--- src/rtl/acia_sp_pkg.sv ---
`timescale 1ns / 1ps
package acia_sp_pkg;

  localparam int POLL_INTERVAL_DEF = 64;

  // item kinds
  localparam logic [1:0] MODE_READ  = 2'd0;
  localparam logic [1:0] MODE_WRITE = 2'd1;
  localparam logic [1:0] MODE_TICK  = 2'd2;

  // register addresses
  localparam logic [1:0] REG_DATA    = 2'd0;
  localparam logic [1:0] REG_STATUS  = 2'd1;
  localparam logic [1:0] REG_COMMAND = 2'd2;
  localparam logic [1:0] REG_CONTROL = 2'd3;

  // status bit positions
  localparam int ST_PARITY  = 0;
  localparam int ST_FRAMING = 1;
  localparam int ST_OVERRUN = 2;
  localparam int ST_RXFULL  = 3;
  localparam int ST_TXEMPTY = 4;
  localparam int ST_DCD     = 5;
  localparam int ST_DSR     = 6;
  localparam int ST_IRQ     = 7;

  // command bit positions
  localparam int CM_DTR  = 0;
  localparam int CM_IRD  = 1;
  localparam int CM_TIC0 = 2;
  localparam int CM_TIC1 = 3;
  localparam int CM_ECHO = 4;

  localparam logic [1:0] TIC_TX_IRQ      = 2'b01;
  localparam logic [7:0] CMD_KEEP_MASK   = 8'b1110_0000;
  localparam logic [7:0] STATUS_RESET    = 8'h10;
  localparam logic [7:0] DATA_READ_CLR   = 8'h8F;  // irq, rx full, three errors
  localparam logic [7:0] STATUS_RD_MASK  = 8'h9F;  // modem bits read as zero

  localparam int IN_TDATA_W  = 24;
  localparam int IN_TUSER_W  = 4;
  localparam int OUT_TDATA_W = 24;

  typedef struct packed {
    logic [1:0] mode;
    logic [1:0] reg_select;
    logic [7:0] write_data;
    logic       rx_available;
    logic [7:0] rx_byte;
  } item_t;

  typedef struct packed {
    logic [7:0] read_data;
    logic       irq;
    logic       tx_valid;
    logic [7:0] tx_byte;
    logic       rx_taken;
    logic       echo_valid;
  } result_t;

endpackage

--- src/rtl/acia_sp_core.sv ---
`timescale 1ns / 1ps
module acia_sp_core #(
  parameter int POLL_INTERVAL = acia_sp_pkg::POLL_INTERVAL_DEF
) (
  input  logic                clk,
  input  logic                rst_n,
  input  logic                fire,
  input  acia_sp_pkg::item_t  item,
  output acia_sp_pkg::result_t res
);

  localparam int CNT_W = $clog2(POLL_INTERVAL + 1);

  logic [7:0]       thr_r, thr_nxt;
  logic [7:0]       rhr_r, rhr_nxt;
  logic [7:0]       cmd_r, cmd_nxt;
  logic [7:0]       ctl_r, ctl_nxt;
  logic [7:0]       st_r, st_nxt;
  logic             pend_r, pend_nxt;
  logic [CNT_W-1:0] cnt_r, cnt_nxt;
  logic [CNT_W-1:0] cnt_inc;

  assign cnt_inc = cnt_r + CNT_W'(1);

  always_comb begin
    thr_nxt  = thr_r;
    rhr_nxt  = rhr_r;
    cmd_nxt  = cmd_r;
    ctl_nxt  = ctl_r;
    st_nxt   = st_r;
    pend_nxt = pend_r;
    cnt_nxt  = cnt_r;
    res      = '0;
    case (item.mode)
      acia_sp_pkg::MODE_READ: begin
        case (item.reg_select)
          acia_sp_pkg::REG_DATA: begin
            res.read_data = rhr_r;
            st_nxt        = st_r & ~acia_sp_pkg::DATA_READ_CLR;
          end
          acia_sp_pkg::REG_STATUS: begin
            res.read_data                = st_r & acia_sp_pkg::STATUS_RD_MASK;
            st_nxt[acia_sp_pkg::ST_IRQ]  = 1'b0;
          end
          acia_sp_pkg::REG_COMMAND: res.read_data = cmd_r;
          default:                  res.read_data = ctl_r;
        endcase
      end
      acia_sp_pkg::MODE_WRITE: begin
        case (item.reg_select)
          acia_sp_pkg::REG_DATA: begin
            thr_nxt                         = item.write_data;
            st_nxt[acia_sp_pkg::ST_TXEMPTY] = 1'b0;
            pend_nxt                        = 1'b1;
          end
          acia_sp_pkg::REG_STATUS: begin
            // programmed reset
            cmd_nxt                         = cmd_r & acia_sp_pkg::CMD_KEEP_MASK;
            st_nxt[acia_sp_pkg::ST_OVERRUN] = 1'b0;
          end
          acia_sp_pkg::REG_COMMAND: cmd_nxt = item.write_data;
          default:                  ctl_nxt = item.write_data;
        endcase
      end
      acia_sp_pkg::MODE_TICK: begin
        cnt_nxt = cnt_inc;
        if (cnt_inc >= CNT_W'(POLL_INTERVAL)) begin
          cnt_nxt = '0;
          if (cmd_r[acia_sp_pkg::CM_DTR] && !st_r[acia_sp_pkg::ST_RXFULL] &&
              item.rx_available) begin
            rhr_nxt                        = item.rx_byte;
            st_nxt[acia_sp_pkg::ST_RXFULL] = 1'b1;
            res.rx_taken                   = 1'b1;
            res.echo_valid                 = cmd_r[acia_sp_pkg::CM_ECHO];
            if (!cmd_r[acia_sp_pkg::CM_IRD]) begin
              st_nxt[acia_sp_pkg::ST_IRQ] = 1'b1;
            end
          end
        end
        if (pend_r && cmd_r[acia_sp_pkg::CM_DTR]) begin
          res.tx_valid                    = 1'b1;
          res.tx_byte                     = thr_r;
          st_nxt[acia_sp_pkg::ST_TXEMPTY] = 1'b1;
          pend_nxt                        = 1'b0;
          if (cmd_r[acia_sp_pkg::CM_TIC1:acia_sp_pkg::CM_TIC0] == acia_sp_pkg::TIC_TX_IRQ) begin
            st_nxt[acia_sp_pkg::ST_IRQ] = 1'b1;
          end
        end
      end
      default: ;
    endcase
    res.irq = cmd_nxt[acia_sp_pkg::CM_DTR] & st_nxt[acia_sp_pkg::ST_IRQ];
  end

  always_ff @(posedge clk) begin
    if (!rst_n) begin
      thr_r  <= '0;
      rhr_r  <= '0;
      cmd_r  <= '0;
      ctl_r  <= '0;
      st_r   <= acia_sp_pkg::STATUS_RESET;
      pend_r <= 1'b0;
      cnt_r  <= '0;
    end else if (fire) begin
      thr_r  <= thr_nxt;
      rhr_r  <= rhr_nxt;
      cmd_r  <= cmd_nxt;
      ctl_r  <= ctl_nxt;
      st_r   <= st_nxt;
      pend_r <= pend_nxt;
      cnt_r  <= cnt_nxt;
    end
  end

endmodule

--- src/rtl/acia_serial_port.sv ---
`timescale 1ns / 1ps
// Register model of a serial adapter: each item is a bus read, a bus write or a clock
// tick, and each gives exactly one result item. An item is taken into an input register,
// processed against the register state and lands in an output register, so
// the block accepts one item per cycle, and out_tvalid for a result rises when that
// output register is loaded with it.
// Throughput drops only while the output register is stalled by out_tready.
// A tick polls the receive link once every POLL_INTERVAL ticks.
module acia_serial_port #(
  parameter int POLL_INTERVAL = acia_sp_pkg::POLL_INTERVAL_DEF
) (
  input  logic                                clk,
  input  logic                                rst_n,
  input  logic                                in_tvalid,
  output logic                                in_tready,
  // [7:0] write_data, [8] rx_available, [16:9] rx_byte, [23:17] zero
  input  logic [acia_sp_pkg::IN_TDATA_W-1:0]  in_tdata,
  // [1:0] mode, [3:2] reg_select
  input  logic [acia_sp_pkg::IN_TUSER_W-1:0]  in_tuser,
  output logic                                out_tvalid,
  input  logic                                out_tready,
  // [7:0] read_data, [8] irq, [9] tx_valid, [17:10] tx_byte, [18] rx_taken,
  // [19] echo_valid, [23:20] zero
  output logic [acia_sp_pkg::OUT_TDATA_W-1:0] out_tdata
);

  acia_sp_pkg::item_t   in_item;
  acia_sp_pkg::item_t   item_r;
  acia_sp_pkg::result_t res;
  acia_sp_pkg::result_t res_r;
  logic                 item_vld_r;
  logic                 out_vld_r;
  logic                 out_free;
  logic                 fire;

  assign in_item.mode         = in_tuser[1:0];
  assign in_item.reg_select   = in_tuser[3:2];
  assign in_item.write_data   = in_tdata[7:0];
  assign in_item.rx_available = in_tdata[8];
  assign in_item.rx_byte      = in_tdata[16:9];

  assign out_free  = !out_vld_r || out_tready;
  assign fire      = item_vld_r && out_free;
  assign in_tready = !item_vld_r || out_free;

  always_ff @(posedge clk) begin
    if (!rst_n) begin
      item_vld_r <= 1'b0;
    end else if (in_tready) begin
      item_vld_r <= in_tvalid;
    end
  end

  always_ff @(posedge clk) begin
    if (in_tready && in_tvalid) begin
      item_r <= in_item;
    end
  end

  acia_sp_core #(
    .POLL_INTERVAL(POLL_INTERVAL)
  ) u_core (
    .clk  (clk),
    .rst_n(rst_n),
    .fire (fire),
    .item (item_r),
    .res  (res)
  );

  always_ff @(posedge clk) begin
    if (!rst_n) begin
      out_vld_r <= 1'b0;
    end else if (out_free) begin
      out_vld_r <= item_vld_r;
    end
  end

  always_ff @(posedge clk) begin
    if (fire) begin
      res_r <= res;
    end
  end

  assign out_tvalid = out_vld_r;
  assign out_tdata  = {4'b0000, res_r.echo_valid, res_r.rx_taken, res_r.tx_byte,
                       res_r.tx_valid, res_r.irq, res_r.read_data};

endmodule

--- config.mk ---
export PLATFORM = sky130hd
export DESIGN_NAME = acia_serial_port
export DESIGN_NICKNAME = d
export VERILOG_FILES = /design/src/rtl/acia_sp_pkg.sv /design/src/rtl/acia_sp_core.sv /design/src/rtl/acia_serial_port.sv
export SDC_FILE = /design/constraint.sdc
export NUM_CORES = 1
export LEC_CHECK = 0
export BUFFER_PORTS_ARGS = -buffer_cell sky130_fd_sc_hd__buf_2
export CAP_MARGIN = 15
export CORE_AREA = 2 2 81 83
export DETAILED_ROUTE_END_ITERATION = 8
export DIE_AREA = 0 0 83 85
export GPL_TIMING_DRIVEN = 0
export PLACE_DENSITY_LB_ADDON = 0.3
export SYNTH_ARGS = -nofsm -noshare
export SYNTH_HDL_FRONTEND = slang
export SYNTH_SLANG_ARGS = --single-unit
--- constraint.sdc ---
create_clock -name clk -period 4.2 [get_ports clk]
set_input_delay 0.42 -clock clk [delete_from_list [all_inputs] [get_ports clk]]
set_output_delay 0.42 -clock clk [all_outputs]
set_load 0.03 [all_outputs]
After elaboration in Yosys (flattened, before gate mapping)
Cells that the tools add are included.

word-level totals
  register bits = 87
  bits in latches = 0
  bits of input ports = 32
  memories = 0
  ROM bits = 0
  memory bits (writable) = 0

operators by class
  eq/ne operators = 11
  bitwise logic cells = 4
  shifts and indexed selects = 0
  $add $sub $neg = 1
  divide/modulo/power cells = 0
  multiplexer cells = 25
  magnitude comparators = 1
  reduce and logical (&&, ||, !) cells = 31
  multiply operators = 0

operator list
  kind                                                              number
  8-bit case mux with 3 select lines                                1
  8-bit case mux with 2 select lines                                1
  4-bit AND reduction                                               4
  1-bit two-way mux                                                 14
  3-bit AND reduction                                               4
  5-bit AND reduction                                               2
  9-bit two-way mux                                                 1
  1-bit case mux with 2 select lines                                4
  2-bit nonzero test                                                4
  7-bit by 1-bit adder with 7-bit output (second input constant)    1
  7-bit >= comparator (second input constant)                       1
  7-bit two-way mux                                                 1
  2-bit by 1-bit == test with 1-bit output (second input constant)  3
  2-bit by 1-bit != test with 1-bit output (second input constant)  3
  2-bit != test (second input constant)                             3
  2-bit AND reduction                                               3
  1-bit logical AND                                                 5
  2-bit == test (second input constant)                             2
  2-bit logical NOT                                                 2
  4-bit two-way mux                                                 1
  1-bit logical NOT                                                 3
  1-bit NOT                                                         3
  1-bit case mux with 3 select lines                                1
  3-bit OR reduction                                                1
  other kinds (4)                                                   5

Depth between registers and ports, before layout
Gate-level depths: netlist of run 1.

  depth in word-level cells = 9
  mapped depth = 8
  gate-level depth less buffers = 6

Cells and area by module
From an unflattened synthesis of run 1, not the netlist that was laid out.

unflattened totals
  cell total of the unflattened synthesis = 324
  area total of the unflattened synthesis = 3636.0 um^2

by module, submodules not included
  module            cells each  sequential area each (um^2)  area each (um^2)  times used
  acia_sp_core      269         860.8                        2267.2            1
  acia_serial_port  55          1271.2                       1368.8            1

Least setup slack after synthesis of run 1
Ideal clock, no wire load.

  path kind = register to register
  start = register out_vld_r, in the netlist out_tvalid
  end = register item_r[0] (netlist name), enable pin
  required time = 3821 ps
  clock period less this slack = 1930 ps
  stages on the path, launching flop included = 5
  arrival = 1551 ps
  slack = 2270 ps
  library setup time = 379 ps
  cell sequence = dfxtp_1 -> nor2b_1 -> buf_6 -> nand2_1 -> and2_1

between the ends
  cells in the longest elaborated chain, start to end = 4

RTL lines
  element                   RTL line                source
  start: declaration        acia_serial_port.sv:32  logic out_vld_r;
  start signal: assignment  acia_serial_port.sv:74  out_vld_r <= item_vld_r;
  1-bit logical NOT         acia_serial_port.sv:42  assign out_free = !out_vld_r || out_tready;
  1-bit logical OR          acia_serial_port.sv:42
  1-bit logical OR          acia_serial_port.sv:44  assign in_tready = !item_vld_r || out_free;
  named net in_tready       acia_serial_port.sv:15  output logic in_tready,
  1-bit logical AND         acia_serial_port.sv:55  if (in_tready && in_tvalid) begin
  end signal: assignment    acia_serial_port.sv:56  item_r <= in_item;
  end: declaration          acia_serial_port.sv:28  acia_sp_pkg::item_t item_r;

The timed path passes the listed nets, and every way through them passes these cells.
A chain may end at the register's enable or synchronous reset.

Final worst setup path of run 1
  start = register item_r[19] (netlist name)
  end = register u_core.rhr_r[3]

between the ends
  cells in the longest elaborated chain, start to end = 2

RTL lines
  element                               RTL line             source
  2-bit == test                         acia_sp_core.sv:34   case (item.mode)
  4-bit AND reduction (no source line)  -
  end signal: assignment                acia_sp_core.sv:106  rhr_r <= rhr_nxt;
  end: declaration                      acia_sp_core.sv:15   logic [7:0] rhr_r, rhr_nxt;

Every way passes these cells.

==> flow_summary.yaml, run 1 <==
critical_path:
  worstSetupEndpointType: "flip-flop"
  cp-start-kind: "flip-flop"
  worst_r2r_path_depth: 7
  critPathRequiredTime_ns: 4.50
  critical_path.top_delay_family: "simple AND/OR/NAND/NOR gates"
  crit_fanout: 9
  slowest_delay_ns: 0.45
  critical_path_arrival_ns: 2.39
  critical_path_class: "flip-flop to flip-flop"
  worst-path-buf-inv: 2
  timing.critical_path.cells: "inv_1 -> ha_1 -> buf_2 -> nand2_1 -> or4_4 -> a21oi_4 -> mux2i_1"
  crit-reg2reg-launch: "item_r[19]"
  critPathSlowestCell: "sky130_fd_sc_hd__or4_4"
  rrSetupSlack_ns: 2.10
  reg2reg_to: "u_core.rhr_r[3]"
timing:
  final_hold_viol_count: 0
  achievable_frequency_mhz: 477
  aggregate_negative_setup_slack_ns: 0
  worst_hold_slack_ns: 0.221
  final_min_period_over_clock_period: 0.499
  min_cycle_time_layout_ns: 2.10
  worst_pin_slew_ns: 0.878
  timing.slew.headroom: 0.414
  setup_violations: 0
  final_max_slew_viol_count: 0
  skew_ns: 0.0144
  grt_setup_unrepaired: "false"
power_and_ir_drop:
  pwr_density_cell_nw_per_um2: 373
  max-vdd-ir-drop_mv: 0.246
  leakagePower_nw: 1.60
clock_network:
  clk_pin_slew_worst_paths_ns: 0.09
  cts_root_buf: "sky130_fd_sc_hd__clkbuf_8"
  cts-hold-fix-buffers: 0
  numCtsBuffers: 9
  htreeDepth: 3
  tritoncts: "yes"
  tritoncts_num_sinks: 86
  cts_max_path_buffers: 2
  postCtsSetupRepairBufs: 0
  clk_latency_ns: 0.37
  post_cts_resized: 0
synthesis:
  top_area_cells_in_the_synthesized_netlist: "sky130_fd_sc_hd__edfxtp_1 34%, sky130_fd_sc_hd__dfxtp_1 25%, sky130_fd_sc_hd__mux2i_1 6.9%"
  synth-edff-count: 41
  syn-instance-count: 318
  postSynth.asyncResetShare: 0
  synth.top_cell.area_share: 0.339
  syn-cell-area_um2: 3640
  yosys.area.top_type: "sky130_fd_sc_hd__edfxtp_1"
  ys_seq_elements: 86
  synth_warnings: 0
  yosysUniqueCellTypes: 47
  synth_ff_type: "sky130_fd_sc_hd__dfxtp_1"
  synth-seq-area-share: 0.586
  synth_area_per_cell_um2: 11.4
routing:
  vias_per_cell: 5.50
  drtPass1Iterations: 6
  postRouteWirelength_um: 6930
  post_route_drc_violation_count: 0
  wl_per_cell_um: 15.1
  drt_iter0_markers: 197
  vias_after_detailed_routing: 2524
  ant_nets: 0
worst_hold_path:
  hold-path-endpoint: "item_r[5]"
  min_from: "in_tdata[14]"
  whs_path_depth: 1
  timing.hold.worst.class: "input port to flip-flop"
global_route:
  gr-total-overflow: 0
  wire_length_of_the_first_global_routing_pass_um: 11200
  number_of_antenna_violations_at_the_first_check_in_global_routing: 0
  grt_max_degree: 24
  via_count_of_the_first_global_routing_pass: 2335
  grt_usage: 0.206
finish:
  fraction_of_final_layout_cells_sized_beyond_drive_strength_1: 0.188
  post_synthesis_to_final_layout_area_growth_pct: 13.9
  fill_cells: 463
  num_antenna_cells: 0
  final_std_cells_w_o_fill: 459
  layout.nets: 419
die:
  std_cell_rows: 29
  fp.dieW_um: 83
  number_of_ports_placed_on_the_die_boundary: 58
  die-height_um: 85
  starting_density_of_the_core: 0.586
  design.core.area_um2: 6200
  fp.dieArea_um2: 7060
placed_design:
  place_congestion: 0.867
  dp_hpwl_um: 4900
  place_inst: 443
  place.port_buffers: 45
run:
  cap_violations: 0
status:
  status: "finished, final reports clean"
==> cells by family after synthesis <==
logic type               count (synthesis)  synth area share
buffers and inverters                   31            0.0389
multiplexers                            25            0.0688
AO/OA/AOI/OAI                           46            0.0912
adder cells (fa/ha/maj)                 10            0.0344
flip-flops                              86             0.586
XOR/XNOR                                 5            0.0120
other                                    1           0.00103
AND/OR/NAND/NOR                        114             0.167
==> state kept, by name, summed over array words and instances (netlist names) <==
register	flops
u_core.rhr_r	8
u_core.thr_r	8
u_core.st_r	3
out_tvalid	1
item_r	21
u_core.ctl_r	8
u_core.cnt_r	7
u_core.cmd_r	8
out_tdata	20
u_core.pend_r	1
item_vld_r	1
==> power by group <==
group          internal, mW  switching [mW]
clock                 0.218           0.302
sequential            0.902          0.0135
combinational        0.0361          0.0739
==> worst max path at each step <==
| stage | from | endpoint | slack (ns) | depth (start not counted) |
|---|---|---|---|---|
| global placement | out_tready | u_core.st_r[3] | 2.12 | 7 |
| floorplan | out_tvalid | item_r[0] | 2.27 | 4 |
| finish | item_r[19] | u_core.rhr_r[3] | 2.10 | 7 |
| detailed placement | out_tready | u_core.st_r[3] | 2.07 | 7 |
| CTS | item_r[19] | u_core.rhr_r[3] | 2.10 | 7 |
| global route | item_r[19] | u_core.rhr_r[3] | 1.97 | 7 |
==> layer usage <==
layer  share of wire  vias to the layer above  global-route usage
met5               0                        -                   0
met4           0.028                        0               0.139
met3           0.085                       20              0.0399
met2            0.45                      105               0.310
met1            0.44                     1160               0.274
li1                -                     1239                   -
==> cells in the mapped netlist (2+ instances only) <==
library cell and number:
sky130_fd_sc_hd__nor3_1 2, sky130_fd_sc_hd__a21oi_1 13, sky130_fd_sc_hd__o211ai_1 2, sky130_fd_sc_hd__and3_1 2, sky130_fd_sc_hd__dfxtp_1 45, sky130_fd_sc_hd__a222oi_1 3
sky130_fd_sc_hd__clkbuf_1 14, sky130_fd_sc_hd__nor4b_1 2, sky130_fd_sc_hd__a22oi_1 5, sky130_fd_sc_hd__nor3b_1 7, sky130_fd_sc_hd__inv_1 9, sky130_fd_sc_hd__nand4_1 5
sky130_fd_sc_hd__xnor2_1 3, sky130_fd_sc_hd__and2_1 10, sky130_fd_sc_hd__buf_2 2, sky130_fd_sc_hd__mux2i_1 25, sky130_fd_sc_hd__nor4_1 2, sky130_fd_sc_hd__ha_1 10
sky130_fd_sc_hd__o21ai_0 3, sky130_fd_sc_hd__nor2_1 16, sky130_fd_sc_hd__nand2b_1 2, sky130_fd_sc_hd__o21a_1 2, sky130_fd_sc_hd__a21boi_0 8, sky130_fd_sc_hd__buf_4 4
sky130_fd_sc_hd__edfxtp_1 41, sky130_fd_sc_hd__nand3_1 9, sky130_fd_sc_hd__xor2_1 2, sky130_fd_sc_hd__nand2_1 33, sky130_fd_sc_hd__nor2b_1 19
==> stage by stage <==
stage	power [mW]	cell area [um2]	worst slack, ns	utilization
finish	1.54	4140	2.10	0.668
floorplan	1.01	3650	2.27	-
detailed placement	1.04	3970	2.07	0.640
CTS	1.55	4140	2.10	0.668
global placement	1.04	3970	2.12	0.640
global route	1.60	4140	1.97	0.668
==> area by class of cell <==
type                       instances  area, um2  area share
sequential                        86       2130       0.515
multi-input combinational        204       1370       0.332
timing repair buffer              45        225      0.0544
clock buffer                      10        128      0.0308
buffer                            21        104      0.0251
clock inverter                     6       46.3      0.0112
tap                               77       96.3      0.0233
inverter                          10       37.5     0.00906
==> placed cells by master (no fill, tap or decap), drive strengths merged, types with 2 or more instances in the layout <==
cell type | synthesis | routed
buf | 7 | 52
dfxtp | 45 | 45
edfxtp | 41 | 41
nand2 | 33 | 33
mux2i | 25 | 25
clkbuf | 14 | 24
nor2b | 19 | 19
nor2 | 16 | 16
a21oi | 14 | 14
and2 | 10 | 10
ha | 10 | 10
inv | 9 | 10
nand3 | 10 | 10
a21boi | 8 | 8
nor3b | 7 | 7
nand4 | 5 | 5
a22oi | 5 | 5
conb | 1 | 4
o21ai | 4 | 4
clkinv | 1 | 4
a222oi | 3 | 3
xnor2 | 3 | 3
nand2b | 2 | 2
and3 | 2 | 2
o21a | 2 | 2
nor3 | 2 | 2
nor4 | 2 | 2
o211ai | 2 | 2
nor4b | 2 | 2
xor2 | 2 | 2
clkinvlp | 0 | 2
or4 | 2 | 2
No activity file was read; power rests on OpenSTA's default activity.
==> inputs of run 2 (changes only) <==
- CORE_AREA: 2 2 81 83 -> 2 2 89 91
- DIE_AREA: 0 0 83 85 -> 0 0 91 93
- clock period: 4.2 -> 1.9 ns (I/O delays scaled with it)
==> flow_summary.yaml, run 2 (synthesized netlist as in run 1, its figures left out) <==
status:
  status: "finished, final reports clean"
routing:
  ant_nets: 0
  post_route_drc_violation_count: 0
  postRouteWirelength_um: 7810
  wl_per_cell_um: 15.2
  vias_per_cell: 5.11
  vias_after_detailed_routing: 2621
  drt_iter0_markers: 208
  drtPass1Iterations: 6
timing:
  grt_setup_unrepaired: "true"
  setup_violations: 0
  achievable_frequency_mhz: 540
  worst_hold_slack_ns: 0.0671
  min_cycle_time_layout_ns: 1.85
  final_hold_viol_count: 0
  setup_ws_ns: 0.0469
  final_min_period_over_clock_period: 0.975
  final_max_slew_viol_count: 0
  skew_ns: 0.0103
die:
  std_cell_rows: 32
  fp.dieW_um: 91
  starting_density_of_the_core: 0.483
  die-height_um: 93
  design.core.area_um2: 7530
  fp.dieArea_um2: 8460
  number_of_ports_placed_on_the_die_boundary: 58
clock_network:
  clk_latency_ns: 0.36
  cts_max_path_buffers: 2
  htreeDepth: 3
  tritoncts_num_sinks: 86
  clk_pin_slew_worst_paths_ns: 0.09
  numCtsBuffers: 9
  tritoncts: "yes"
  cts_root_buf: "sky130_fd_sc_hd__clkbuf_8"
finish:
  reg_area_um2: 2130
  max_reg_flops: 21
  layout.nets: 448
  num_antenna_cells: 0
  post_synthesis_to_final_layout_area_growth_pct: 25.3
  fraction_of_final_layout_cells_sized_beyond_drive_strength_1: 0.241
  fill_cells: 654
  commonest_cells_after_routing_fill_and_taps_aside: "46 x sky130_fd_sc_hd__buf_2, 43 x sky130_fd_sc_hd__dfxtp_1, 41 x sky130_fd_sc_hd__edfxtp_1, 32 x sky130_fd_sc_hd__nand2_1, 25 x sky130_fd_sc_hd__mux2i_1"
  most_frequent_standard_cell_in_the_layout_excluding_fill_and_tap_cells: "sky130_fd_sc_hd__buf_2"
  top_register: "item_r"
  multiInputGateArea_um2: 1420
power_and_ir_drop:
  pwr_density_cell_nw_per_um2: 792
  max-vdd-ir-drop_mv: 0.509
  leakagePower_nw: 1.76
placed_design:
  place_congestion: 0.886
  post-place-ws_ns: -0.153
  place.port_buffers: 45
  dp_hpwl_um: 5080
global_route:
  gr-total-overflow: 0
  grt_usage: 0.190
  groute.layer.met2.usage: 0.310
  top_usage_layer: "met2"
  wire_length_of_the_first_global_routing_pass_um: 12300
  grtUsageMet3: 0.0298
  number_of_antenna_violations_at_the_first_check_in_global_routing: 0
  grt_max_degree: 24
  via_count_of_the_first_global_routing_pass: 2512
  met1_usage: 0.241
critical_path:
  critPathRequiredTime_ns: 2.09
  crit_fanout: 8
  worstSetupEndpointType: "flip-flop"
  timing.critical_path.cells: "inv_2 -> ha_4 -> buf_6 -> buf_4 -> nand2b_1 -> a2111o_1 -> a211oi_2"
  critical_path_class: "flip-flop to flip-flop"
  cp-start-kind: "flip-flop"
  critical_path.top_delay_family: "compound AO/OA/AOI/OAI gates"
  slowest_delay_ns: 0.43
  critPathSlowestCell: "sky130_fd_sc_hd__a2111o_1"
  critical_path_arrival_ns: 2.04
  worst-path-buf-inv: 3
run:
  cap_violations: 0
worst_hold_path:
  timing.hold.worst.class: "input port to flip-flop"
==> run 2: changes by cell type in the layout (fill, tap and decap cells not counted), sizes merged <==
cell,delta
dlygate4sd3,+21
clkinv,-1
buf,+11
inv,+3
clkbuf,-5
==> run 2: timing repair <==
| action | in CTS | in global routing |
|---|---|---|
| buffers inserted | 5 | 5 |
| hold buffers | 21 | 0 |
| pin swaps | 3 | 3 |
| resized for setup | 9 | 15 |
| gates cloned | 0 | 1 |
| endpoints found under the setup margin | 32 | 20 |
| endpoints found under the hold margin | 21 | 0 |
==> run 2: metal layers <==
metal | wire length [um] | vias to the layer above
met5 | 0 | -
met4 | 181 | 0
met3 | 438 | 15
met2 | 3810 | 93
met1 | 3380 | 1211
li1 | - | 1302
==> run 2: worst register-to-register path, delay by kind of cell (launching register included) <==
family | cells | cell delay [ns]
AOI/OAI and AO/OA | 2 | 0.69
DFF | 1 | 0.42
buffers and inverters | 3 | 0.35
adders and majority gates | 1 | 0.13
and+or+nand+nor | 1 | 0.09
==> run 2: worst paths after layout <==
| path | startpoint | end | slack (ns) | cells past startpoint |
|---|---|---|---|---|
| min reg2reg | u_core.rhr_r[6] | u_core.rhr_r[6] | 0.48 | 2 |
| min | in_tvalid | item_vld_r | 0.07 | 3 |
| max reg2reg | item_r[19] | out_tdata[8] | 0.05 | 7 |
| max | item_r[19] | out_tdata[8] | 0.05 | 7 |
==> run 2: where the power goes <==
group | switching, mW | total, mW | internal (mW)
logic | 0.181 | 0.305 | 0.124
clock network | 0.753 | 1.28 | 0.525
registers | 0.0302 | 2.02 | 1.99
==> run 2: final cells by class <==
| type | instances | area share |
|---|---|---|
| multi-input combinational | 204 | 0.311 |
| timing repair buffer | 76 | 0.115 |
| inverter | 10 | 0.00907 |
| sequential | 86 | 0.469 |
| clock inverter | 7 | 0.0162 |
| timing repair inverter | 1 | 0.00165 |
| clock buffer | 9 | 0.0272 |
| buffer | 18 | 0.0231 |
| tap | 102 | 0.0280 |
==> run 2: stage by stage <==
stage               cell area [um2]   util  instances  setup TNS [ns]  power (mW)
floorplan                      3650      -        321               0        2.22
finish                         4550  0.605        513               0        3.61
CTS                            4480  0.595        509               0        3.61
global route                   4550  0.605        513          -0.109        3.72
detailed placement             4000  0.532        468           -2.42        2.31
global placement               4000  0.532        468           -1.69        2.30
==> inputs of run 3 (changes only) <==
- GPL_TIMING_DRIVEN: 0 -> default
==> flow_summary.yaml, run 3 (synthesized netlist as in run 1, its figures left out) <==
worst_hold_path:
  timing.hold.worst.class: "input port to flip-flop"
  min_from: "in_tdata[4]"
placed_design:
  place.port_buffers: 46
  post-place-ws_ns: 0.0480
  dp_hpwl_um: 4720
  place_congestion: 0.895
  place_inst: 464
timing:
  achievable_frequency_mhz: 552
  final_hold_viol_count: 0
  worst_hold_slack_ns: 0.0245
  setup_violations: 0
  skew_ns: 0.00974
  final_min_period_over_clock_period: 0.953
  setup_ws_ns: 0.0896
  grt_setup_unrepaired: "false"
  timing.slew.headroom: 0.590
  min_cycle_time_layout_ns: 1.81
  aggregate_negative_setup_slack_ns: 0
  worst_pin_slew_ns: 0.615
  final_max_slew_viol_count: 0
routing:
  top_layer_used: "met4"
  drt_iter0_markers: 176
  post_route_drc_violation_count: 0
  postRouteWirelength_um: 6940
  drt-met1-wl_um: 3290
  wl_met2_um: 3270
  met3WireLength_um: 298
  wl_per_cell_um: 13.9
  vias_per_cell: 5.03
  drtPass1Iterations: 6
  vias_after_detailed_routing: 2511
  ant_nets: 0
critical_path:
  critPathRequiredTime_ns: 2.09
  critical_path_class: "flip-flop to flip-flop"
  critical_path_arrival_ns: 2.00
  crit_fanout: 4
  worstSetupEndpointType: "flip-flop"
  crit-reg2reg-launch: "u_core.cnt_r[0]"
  cp-start-kind: "flip-flop"
  crit_path_start: "u_core.cnt_r[0]"
power_and_ir_drop:
  leakagePower_nw: 1.73
  max-vdd-ir-drop_mv: 0.408
  pwr_density_cell_nw_per_um2: 810
finish:
  layout.nets: 434
  commonest_cells_after_routing_fill_and_taps_aside: "46 x sky130_fd_sc_hd__buf_2, 43 x sky130_fd_sc_hd__dfxtp_1, 41 x sky130_fd_sc_hd__edfxtp_1, 33 x sky130_fd_sc_hd__nand2_1, 25 x sky130_fd_sc_hd__mux2i_1"
  utilization: 0.591
  max_reg_flops: 21
  fill_cells: 629
  multiInputGateArea_um2: 1380
  most_frequent_standard_cell_in_the_layout_excluding_fill_and_tap_cells: "sky130_fd_sc_hd__buf_2"
  fraction_of_final_layout_cells_sized_beyond_drive_strength_1: 0.224
  num_antenna_cells: 0
  reg_area_um2: 2130
  top_register: "item_r"
  post_synthesis_to_final_layout_area_growth_pct: 22.3
  final_std_cells_w_o_fill: 499
global_route:
  number_of_antenna_violations_at_the_first_check_in_global_routing: 0
  grt_max_degree: 32
  grt_usage: 0.173
  gr-total-overflow: 0
  wire_length_of_the_first_global_routing_pass_um: 11300
  via_count_of_the_first_global_routing_pass: 2317
clock_network:
  clk_pin_slew_worst_paths_ns: 0.09
  cts_max_path_buffers: 2
  tritoncts_num_sinks: 86
  cts_root_buf: "sky130_fd_sc_hd__clkbuf_8"
  clk_latency_ns: 0.35
  htreeDepth: 3
  tritoncts: "yes"
  numCtsBuffers: 9
die:
  fp.dieW_um: 91
  starting_density_of_the_core: 0.483
  fp.dieArea_um2: 8460
  number_of_ports_placed_on_the_die_boundary: 58
  die-height_um: 93
  std_cell_rows: 32
  design.core.area_um2: 7530
status:
  status: "finished, final reports clean"
run:
  cap_violations: 0
==> run 3: final cells by class <==
type | count | share of cell area
clock inverter | 7 | 0.0180
timing repair buffer | 81 | 0.127
tap | 102 | 0.0287
inverter | 10 | 0.00844
sequential | 86 | 0.480
multi-input combinational | 204 | 0.310
clock buffer | 9 | 0.0279
==> run 3: final timing paths <==
kind | end | slack, ns | cells after the start
max | out_tdata[8] | 0.09 | 5
min | item_r[13] | 0.02 | 1
max reg2reg | out_tdata[8] | 0.09 | 5
min reg2reg | u_core.cmd_r[5] | 0.47 | 2
==> run 3: routing by layer <==
| layer | GRT usage | vias to the layer above |
|---|---|---|
| li1 | - | 1270 |
| met1 | 0.233 | 1157 |
| met2 | 0.271 | 75 |
| met3 | 0.0355 | 9 |
| met4 | 0.0795 | 0 |
| met5 | 0 | - |
==> run 3: critical path: stages (launching register included) <==
cell and delay [ns]:
sky130_fd_sc_hd__dfxtp_2 0.36, sky130_fd_sc_hd__ha_2 0.20, sky130_fd_sc_hd__nand2_1 0.07, sky130_fd_sc_hd__or3_4 0.37, sky130_fd_sc_hd__a2111o_1 0.45, sky130_fd_sc_hd__a211oi_2 0.21
==> run 3: repair_timing <==
| action | 4_1_cts | 5_1_grt |
|---|---|---|
| hold buffers | 16 | 2 |
| setup endpoints to repair | 0 | 13 |
| resized for setup | 0 | 5 |
| hold endpoints to repair | 16 | 2 |
| setup buffers | 0 | 1 |
==> run 3: report_power, final <==
group          total (mW)  internal [mW]  leakage, nW  switching (mW)
Combinational       0.279          0.113        0.871           0.166
Sequential           2.02           1.99        0.760          0.0292
Clock                1.30          0.626        0.102           0.675
Total                3.60           2.73         1.73           0.871
==> run 3: through the flow <==
| step | power [mW] | cell area, um2 |
|---|---|---|
| finish | 3.60 | 4450 |
| global route | 3.75 | 4450 |
| CTS | 3.64 | 4400 |
| detailed placement | 2.31 | 4040 |
| global placement | 2.31 | 4040 |
| floorplan | 2.22 | 3650 |
